===== src/hw/rtl/fbfl_pkg.sv =====
package fbfl_pkg;

    // request codes
    localparam logic KIND_ALLOC = 1'b0;
    localparam logic KIND_FREE  = 1'b1;

    // result status codes
    localparam logic STATUS_DONE  = 1'b0;
    localparam logic STATUS_EMPTY = 1'b1;

    localparam int IDX_W   = 6;
    localparam int ADDR_W  = 12;
    localparam int COUNT_W = 7;

    typedef struct packed {
        logic              kind;
        logic [IDX_W-1:0]  block_index;
    } req_t;

    typedef struct packed {
        logic               status;
        logic [IDX_W-1:0]   granted_index;
        logic [ADDR_W-1:0]  granted_address;
        logic [COUNT_W-1:0] blocks_in_use;
    } rsp_t;

    typedef enum logic [1:0] {
        ST_INIT,
        ST_IDLE,
        ST_POP
    } state_t;

endpackage


===== src/hw/rtl/fbfl_link_store.sv =====
module fbfl_link_store #(
    parameter int NUM_BLOCKS = 64
) (
    input  logic                                clk,
    input  logic                                rst_n,
    input  logic                                wr_en,
    input  logic [$clog2(NUM_BLOCKS)-1:0]       wr_addr,
    input  logic [$clog2(NUM_BLOCKS+1)-1:0]     wr_data,
    input  logic                                rd_en,
    input  logic [$clog2(NUM_BLOCKS)-1:0]       rd_addr,
    output logic [$clog2(NUM_BLOCKS+1)-1:0]     rd_data,
    output logic                                ready
);
    localparam int AW = $clog2(NUM_BLOCKS);
    localparam int LW = $clog2(NUM_BLOCKS + 1);

    logic [LW-1:0] mem [NUM_BLOCKS];
    logic [LW-1:0] rd_data_reg;
    logic [AW-1:0] clr_cnt_reg;
    logic [AW-1:0] clr_cnt_next;
    logic          clearing_reg;
    logic          clearing_next;

    logic          mem_we;
    logic [AW-1:0] mem_waddr;
    logic [LW-1:0] mem_wdata;

    // clearing sweep after reset: entry i gets i+1
    always_comb
    begin
        clr_cnt_next  = clr_cnt_reg;
        clearing_next = clearing_reg;
        if (clearing_reg)
        begin
            clr_cnt_next = clr_cnt_reg + AW'(1);
            if (clr_cnt_reg == AW'(NUM_BLOCKS - 1))
            begin
                clearing_next = 1'b0;
            end
        end
    end

    always_comb
    begin
        if (clearing_reg)
        begin
            mem_we    = 1'b1;
            mem_waddr = clr_cnt_reg;
            mem_wdata = LW'(clr_cnt_reg) + LW'(1);
        end
        else
        begin
            mem_we    = wr_en;
            mem_waddr = wr_addr;
            mem_wdata = wr_data;
        end
    end

    always_ff @(posedge clk or negedge rst_n)
    begin
        if (!rst_n)
        begin
            clr_cnt_reg  <= '0;
            clearing_reg <= 1'b1;
        end
        else
        begin
            clr_cnt_reg  <= clr_cnt_next;
            clearing_reg <= clearing_next;
        end
    end

    always_ff @(posedge clk)
    begin
        if (mem_we)
        begin
            mem[mem_waddr] <= mem_wdata;
        end
        if (rd_en)
        begin
            rd_data_reg <= mem[rd_addr];
        end
    end

    assign rd_data = rd_data_reg;
    assign ready   = !clearing_reg;

endmodule


===== src/hw/rtl/fixed_block_free_list_allocator_top.sv =====
// Fixed-size block pool kept as a LIFO free list. A request is taken on a clock
// edge with start high and busy low; its one result appears on rsp with done high
// for exactly one cycle and cannot be held off. A free request returns its result
// in the cycle after it is taken and busy stays low, so requests may come back to
// back. An allocate from a non-empty pool passes through ST_POP: the next link of
// the head is read from the registered link memory before the new head is known, so
// busy is high for one cycle. An allocate from an empty pool answers in the cycle
// after it is taken with the empty status. After reset the link memory is swept once
// to chain every block to the next, one entry per cycle, and ST_INIT then hands over
// to idle: busy stays high through the sweep and the handover.
module fixed_block_free_list_allocator_top #(
    parameter int NUM_BLOCKS  = 64,
    parameter int BLOCK_BYTES = 64
) (
    input  logic         clk,
    input  logic         rst_n,
    input  logic         start,
    output logic         busy,
    input  fbfl_pkg::req_t req,
    output logic         done,
    output fbfl_pkg::rsp_t rsp
);
    import fbfl_pkg::*;

    localparam int AW = $clog2(NUM_BLOCKS);       // block index width
    localparam int LW = $clog2(NUM_BLOCKS + 1);   // link width, holds the null mark
    localparam int CW = $clog2(NUM_BLOCKS + 1);   // in-use count width
    localparam logic [LW-1:0] NULL_MARK = LW'(NUM_BLOCKS);

    state_t        state_reg;
    state_t        state_next;
    logic [LW-1:0] head_reg;
    logic [LW-1:0] head_next;
    logic [CW-1:0] count_reg;
    logic [CW-1:0] count_next;
    logic          done_reg;
    logic          done_next;
    rsp_t          rsp_reg;
    rsp_t          rsp_next;

    // link memory ports
    logic          wr_en;
    logic [AW-1:0] wr_addr;
    logic [LW-1:0] wr_data;
    logic          rd_en;
    logic [AW-1:0] rd_addr;
    logic [LW-1:0] rd_data;
    logic          store_ready;

    logic          accept;
    logic          empty;
    logic          idx_ok;
    logic [LW-1:0] popped_link;
    logic [31:0]   head_wide;
    logic [31:0]   addr_wide;
    logic [31:0]   count_wide;

    fbfl_link_store #(
        .NUM_BLOCKS (NUM_BLOCKS)
    ) u_link_store (
        .clk     (clk),
        .rst_n   (rst_n),
        .wr_en   (wr_en),
        .wr_addr (wr_addr),
        .wr_data (wr_data),
        .rd_en   (rd_en),
        .rd_addr (rd_addr),
        .rd_data (rd_data),
        .ready   (store_ready)
    );

    assign busy   = (state_reg != ST_IDLE);
    assign accept = start && !busy;
    assign empty  = (head_reg >= NULL_MARK);
    assign idx_ok = (32'(req.block_index) < NUM_BLOCKS);

    // a link above the null mark counts as the null mark
    assign popped_link = (rd_data > NULL_MARK) ? NULL_MARK : rd_data;

    // byte offset of the head block, kept to the result width
    assign head_wide  = 32'(head_reg);
    assign addr_wide  = head_wide * 32'(BLOCK_BYTES);
    assign count_wide = 32'(count_next);

    // the read is issued at accept, data comes back in ST_POP
    assign rd_en   = accept && (req.kind == KIND_ALLOC) && !empty;
    assign rd_addr = AW'(head_reg);

    // free pushes: link of the freed block takes the old head
    assign wr_en   = accept && (req.kind == KIND_FREE) && idx_ok;
    assign wr_addr = AW'(req.block_index);
    assign wr_data = head_reg;

    always_comb
    begin
        state_next = state_reg;
        head_next  = head_reg;
        count_next = count_reg;
        done_next  = 1'b0;
        rsp_next   = rsp_reg;

        case (state_reg)
            ST_INIT:
            begin
                if (store_ready)
                begin
                    state_next = ST_IDLE;
                end
            end
            ST_IDLE:
            begin
                if (accept)
                begin
                    if (req.kind == KIND_ALLOC)
                    begin
                        if (empty)
                        begin
                            done_next = 1'b1;
                        end
                        else
                        begin
                            state_next = ST_POP;
                        end
                    end
                    else
                    begin
                        done_next = 1'b1;
                        if (idx_ok)
                        begin
                            head_next = LW'(req.block_index);
                            if (count_reg != '0)
                            begin
                                count_next = count_reg - CW'(1);
                            end
                        end
                    end
                end
            end
            ST_POP:
            begin
                done_next  = 1'b1;
                state_next = ST_IDLE;
                head_next  = popped_link;
                if (count_reg < CW'(NUM_BLOCKS))
                begin
                    count_next = count_reg + CW'(1);
                end
            end
            default:
            begin
                state_next = ST_IDLE;
            end
        endcase

        // result fields, only the pop grants a block
        rsp_next.blocks_in_use   = count_wide[COUNT_W-1:0];
        rsp_next.status          = (state_reg == ST_IDLE && empty) ? STATUS_EMPTY
                                                                    : STATUS_DONE;
        rsp_next.granted_index   = (state_reg == ST_POP) ? head_wide[IDX_W-1:0] : '0;
        rsp_next.granted_address = (state_reg == ST_POP) ? addr_wide[ADDR_W-1:0] : '0;
        if (!done_next)
        begin
            rsp_next = rsp_reg;
        end
        else if (state_reg == ST_IDLE && req.kind == KIND_FREE)
        begin
            rsp_next.status = STATUS_DONE;
        end
    end

    always_ff @(posedge clk or negedge rst_n)
    begin
        if (!rst_n)
        begin
            state_reg <= ST_INIT;
            head_reg  <= '0;
            count_reg <= '0;
            done_reg  <= 1'b0;
        end
        else
        begin
            state_reg <= state_next;
            head_reg  <= head_next;
            count_reg <= count_next;
            done_reg  <= done_next;
        end
    end

    always_ff @(posedge clk)
    begin
        rsp_reg <= rsp_next;
    end

    assign done = done_reg;
    assign rsp  = rsp_reg;

    // a pop always finishes with a result in the next cycle
    a_pop_answers: assert property (@(posedge clk) disable iff (!rst_n)
        state_reg == ST_POP |=> done_reg)
        else $error("pop did not produce a result");

    // every result traces back to an accepted request or a finished pop
    a_done_has_cause: assert property (@(posedge clk) disable iff (!rst_n)
        done_reg |-> ($past(accept) || $past(state_reg == ST_POP)))
        else $error("result without a request");

    // the head never points past the null mark
    a_head_range: assert property (@(posedge clk) disable iff (!rst_n)
        32'(head_reg) <= NUM_BLOCKS)
        else $error("free list head out of range");

    // the in-use count stays within the pool size
    a_count_range: assert property (@(posedge clk) disable iff (!rst_n)
        32'(count_reg) <= NUM_BLOCKS)
        else $error("in-use count out of range");

    // no request is taken while the link memory is being swept
    a_no_accept_in_sweep: assert property (@(posedge clk) disable iff (!rst_n)
        !store_ready |-> !accept)
        else $error("request taken during clearing sweep");

endmodule

===== config.mk =====
export PLATFORM = sky130hd
export DESIGN_NAME = fixed_block_free_list_allocator_top
export DESIGN_NICKNAME = d
export VERILOG_FILES = /design/src/hw/rtl/fbfl_pkg.sv /design/src/hw/rtl/fbfl_link_store.sv /design/src/hw/rtl/fixed_block_free_list_allocator_top.sv
export SDC_FILE = /design/constraint.sdc
export NUM_CORES = 1
export LEC_CHECK = 0
export BUFFER_PORTS_ARGS = -buffer_cell sky130_fd_sc_hd__buf_2
export CAP_MARGIN = 10
export CORE_MARGIN = 2
export CORE_UTILIZATION = 60
export CTS_BUF_LIST = sky130_fd_sc_hd__clkbuf_4 sky130_fd_sc_hd__clkbuf_8
export DETAILED_ROUTE_END_ITERATION = 8
export PLACE_DENSITY = 0.86
export SLEW_MARGIN = 40
export SYNTH_ARGS = -nofsm -noshare
export SYNTH_HDL_FRONTEND = slang
export SYNTH_HIERARCHICAL = 1
export SYNTH_SLANG_ARGS = --single-unit

===== constraint.sdc =====
create_clock -name clk -period 5.7 [get_ports clk]
set_input_delay 0.855 -clock clk [delete_from_list [all_inputs] [get_ports clk]]
set_output_delay 0.855 -clock clk [all_outputs]
set_load 0.005 [all_outputs]

==> summary.txt <==
Power and ir drop
  – Pwr Density: approximately 470 nW/um^2
  – Peak VDD IR: 0.248 mV
  – Leakage: 0.00705 uW
  – Total power after layout: a little over 10,000 uW

Routing
  – TritonRoute pass-1 iters: 5
  – WL met3: 4.38 mm
  – DR WL/cell: between 20 and 30 um
  – Vias per cell: roughly 6.5
  – Initial DRC count: between 1,000 and 1,500
  – WL met2: roughly 20 mm
  – Top Metal Used: met5
  – Met1 Routed Length: about 16 mm
  – Total wire length: between 40 and 50 mm
  – Drt drc: 0
  – Vias: roughly 11,000
  – Routed Antenna Nets: 0

Global routing
  – Pin count of the biggest net entering global routing: 65
  – Vias in the first global route: 10,400
  – Antenna violations before repair: 3
  – Total Routing Usage GR: between 20% and 30%
  – First-pass GRT wire length: ~63 mm
  – Grt ovf: 0

Cells and area
  – Fraction of layout cells with a size suffix above 1: 25.5%
  – Max reg flops: between 400 and 500
  – Area Overhead vs Synth: 10.3%
  – Final #Nets: between 1,000 and 1,500
  – Final core occ: 67.4%
  – Non-filler cells, final: 1,632

Worst setup path
  – Critical Path Max Stage Delay: approximately 1000 ps
  – CP required: around 6000 ps
  – CP Class: reg -> reg
  – CP Max Fanout: 38
  – Data arrival, critical path: around 3600 ps
  – Startpoint types: flop
  – Critical path's slowest cell: dfstp_2
  – Worst path bufs/invs: 1
  – Delay-heaviest family, CP: flip-flops
  – Critical path, cell by cell: inv_1 > o32ai_1 > nand2_1 > nor2_1
  – Critical Path End Type: flop

Yosys
  – Seq cells post-synth: just under 500
  – Dominant cell type by area after synthesis: edfxtp_1
  – Synth cell types: 62
  – Main area contributors after synthesis: edfxtp_1 (71%), mux4_2 (13%), dfrtp_1 (2.9%)
  – Syn avg cell area: between 15 and 20 sq um
  – YS warnings: 6
  – Asr flop ratio synth: a little under 5%
  – Synth cell count leaders: edfxtp_1 (469), mux4_2 (112), nor2_1 (95), nand2_1 (49), a22oi_1 (34)
  – Top cell type's share of synthesized area: about 70%
  – Sequential area share after synthesis: 73.7%
  – Count leader, synth: edfxtp_1
  – Synth Instances: 1,066
  – Syn Std Cell Area: 19,900 sq um
  – Ys flop type: edfxtp_1
  – EDFF count, synth: 469

Timing
  – Maximum clock rate: approximately 300 MHz
  – Final slew viol count: 0
  – Final WS setup: ~2300 ps
  – RSZ-0062 raised after global routing: no
  – Final Hold Vio Count: 0
  – Period utilization: approximately 59%
  – Actual slew at the worst max-slew pin: about 830 ps
  – Relative slew slack: between 40% and 50%
  – Fin Clk Skew: 23.5 ps
  – Tmin final: roughly 3400 ps
  – Setup violations, final: 0
  – Setup TNS: 0 ps

Clock tree
  – Post-CTS Setup Bufs: 0
  – Maximum clock path buffer count: 3
  – Worst-path clk slew: 60 ps
  – Worst-Skew Late Latency: roughly 620 ps
  – CTS tree: done
  – Num CTS Buffers: 76
  – CTS HTree Levels: 3
  – Clock root cell: clkbuf_8
  – Hold_buf cts: 0
  – CTS resizes: 0
  – Clock sinks: 493

Place
  – Place WS: between 2000 and 2500 ps
  – Gp weighted congestion: between 0.9 and 1
  – DP HPWL: approximately 26 mm
  – Dpl cells: about 1,500
  – I/O Buffers: 31

Floorplan
  – Io pins: 38
  – CORE AREA: about 33,000 sq um
  – Initial Util: ~61%
  – Full die area: ~35,000 sq um
  – Die Ht: roughly 190 um
  – Die width: around 190 um
  – FP Rows: between 60 and 70

Min path
  – Min-Delay Path Class: in -> async

Outcome
  – Status: complete, no violations

Run
  – Max-cap violations: 0
logic make-up (layout without fill, tap and decap cells):
| family | after synthesis | in the layout | synth area share, % |
|---|---|---|---|
| multiplexers | 140 | 140 | 14.1 |
| AO/OA/AOI/OAI | 103 | 103 | 3.48 |
| XOR/XNOR | 10 | 10 | 0.439 |
| buffers and inverters | 76 | 193 | 2.12 |
| flip-flops | 493 | 493 | 73.7 |
| AND/OR/NAND/NOR | 236 | 236 | 5.72 |
| other | 1 | 8 | 0.0188 |
| adder cells (fa/ha/maj) | 7 | 7 | 0.439 |
area by class of cell:
| type | instances | area [sq um] |
|---|---|---|
| flip-flops and latches | 493 | 14700 |
| fillers | 1963 | 10600 |
| multi-input cells | 502 | 4920 |
| clock buffers | 107 | 1280 |
| well taps | 442 | 553 |
| repair buffers | 45 | 293 |
| clock inverters | 27 | 175 |
| inverters | 14 | 52.6 |
| diodes | 2 | 5.00 |
stage by stage:
step / cell area [sq um] / hold WS, ps
global route: 22000 / 271
finish: 22000 / 237
floorplan: 19900 / 478
CTS: 22000 / 247
detailed placement: 20500 / 509
global placement: 20500 / 490
worst reg2reg max path, cell delays in order (launching register included):
cell	delay, ps
dfstp_2	1040
inv_1	340
o32ai_1	590
nand2_1	410
nor2_1	610
per-layer routing:
| metal | track usage, % | vias up |
|---|---|---|
| met5 | 0 | - |
| met4 | 9.23 | 4 |
| met3 | 6.21 | 113 |
| met2 | 38.7 | 703 |
| met1 | 34.8 | 5327 |
| li1 | - | 4430 |
worst paths after layout:
path / from / endpoint / slack, ps / cells past startpoint
setup / recovery: u_link_store/clearing_reg$_DFF_PN1_ / u_link_store/mem[31][3]$_DFFE_PP_ / 2320 / 4
hold / removal: rst_n / u_link_store/clr_cnt_reg[4]$_DFFE_PN0P_ / 240 / 1
min in group clk: state_reg[0]$_DFFE_PN0P_ / state_reg[0]$_DFFE_PN0P_ / 530 / 1
hold reg to reg: state_reg[0]$_DFFE_PN0P_ / state_reg[0]$_DFFE_PN0P_ / 530 / 1
setup reg to reg: u_link_store/clearing_reg$_DFF_PN1_ / u_link_store/mem[31][3]$_DFFE_PP_ / 2320 / 4
max in group asynchronous: rst_n / head_reg[1]$_DFFE_PN0P_ / 5050 / 1
power breakdown:
part           internal [uW]  leakage (uW)  total (uW)  switching (uW)
sequential              4530       0.00458        4800             272
clock                   1510      0.000777        2820            1310
combinational           1080       0.00169        2650            1570
total                   7110       0.00705       10300            3160
cell usage in the layout, fill, tap and decap left out, types with 3 or more instances in the layout:
cell,netlist,final
a21oi_1,18,13
a21oi_4,0,4
a22oi_1,34,34
a311oi_1,3,3
a31oi_1,3,3
a32oi_1,3,3
and2_1,9,9
and4_1,5,5
buf_2,25,31
buf_4,18,11
clkbuf_4,0,30
clkbuf_8,0,77
clkinv_1,0,15
clkinv_2,0,5
conb_1,1,6
dfrtp_1,23,19
edfxtp_1,469,469
ha_1,7,7
inv_1,13,13
mux2i_1,25,25
mux4_2,112,112
nand2_1,49,49
nand2b_1,10,10
nand3_1,21,21
nand3b_1,5,5
nand4_1,5,5
nor2_1,95,93
nor2b_1,10,10
nor3_1,8,7
o21ai_0,6,4
o21ai_1,12,12
o221ai_1,3,3
o22ai_1,9,9
xnor2_1,6,6
xor2_1,4,4
No activity file was read; power rests on OpenSTA's default activity.
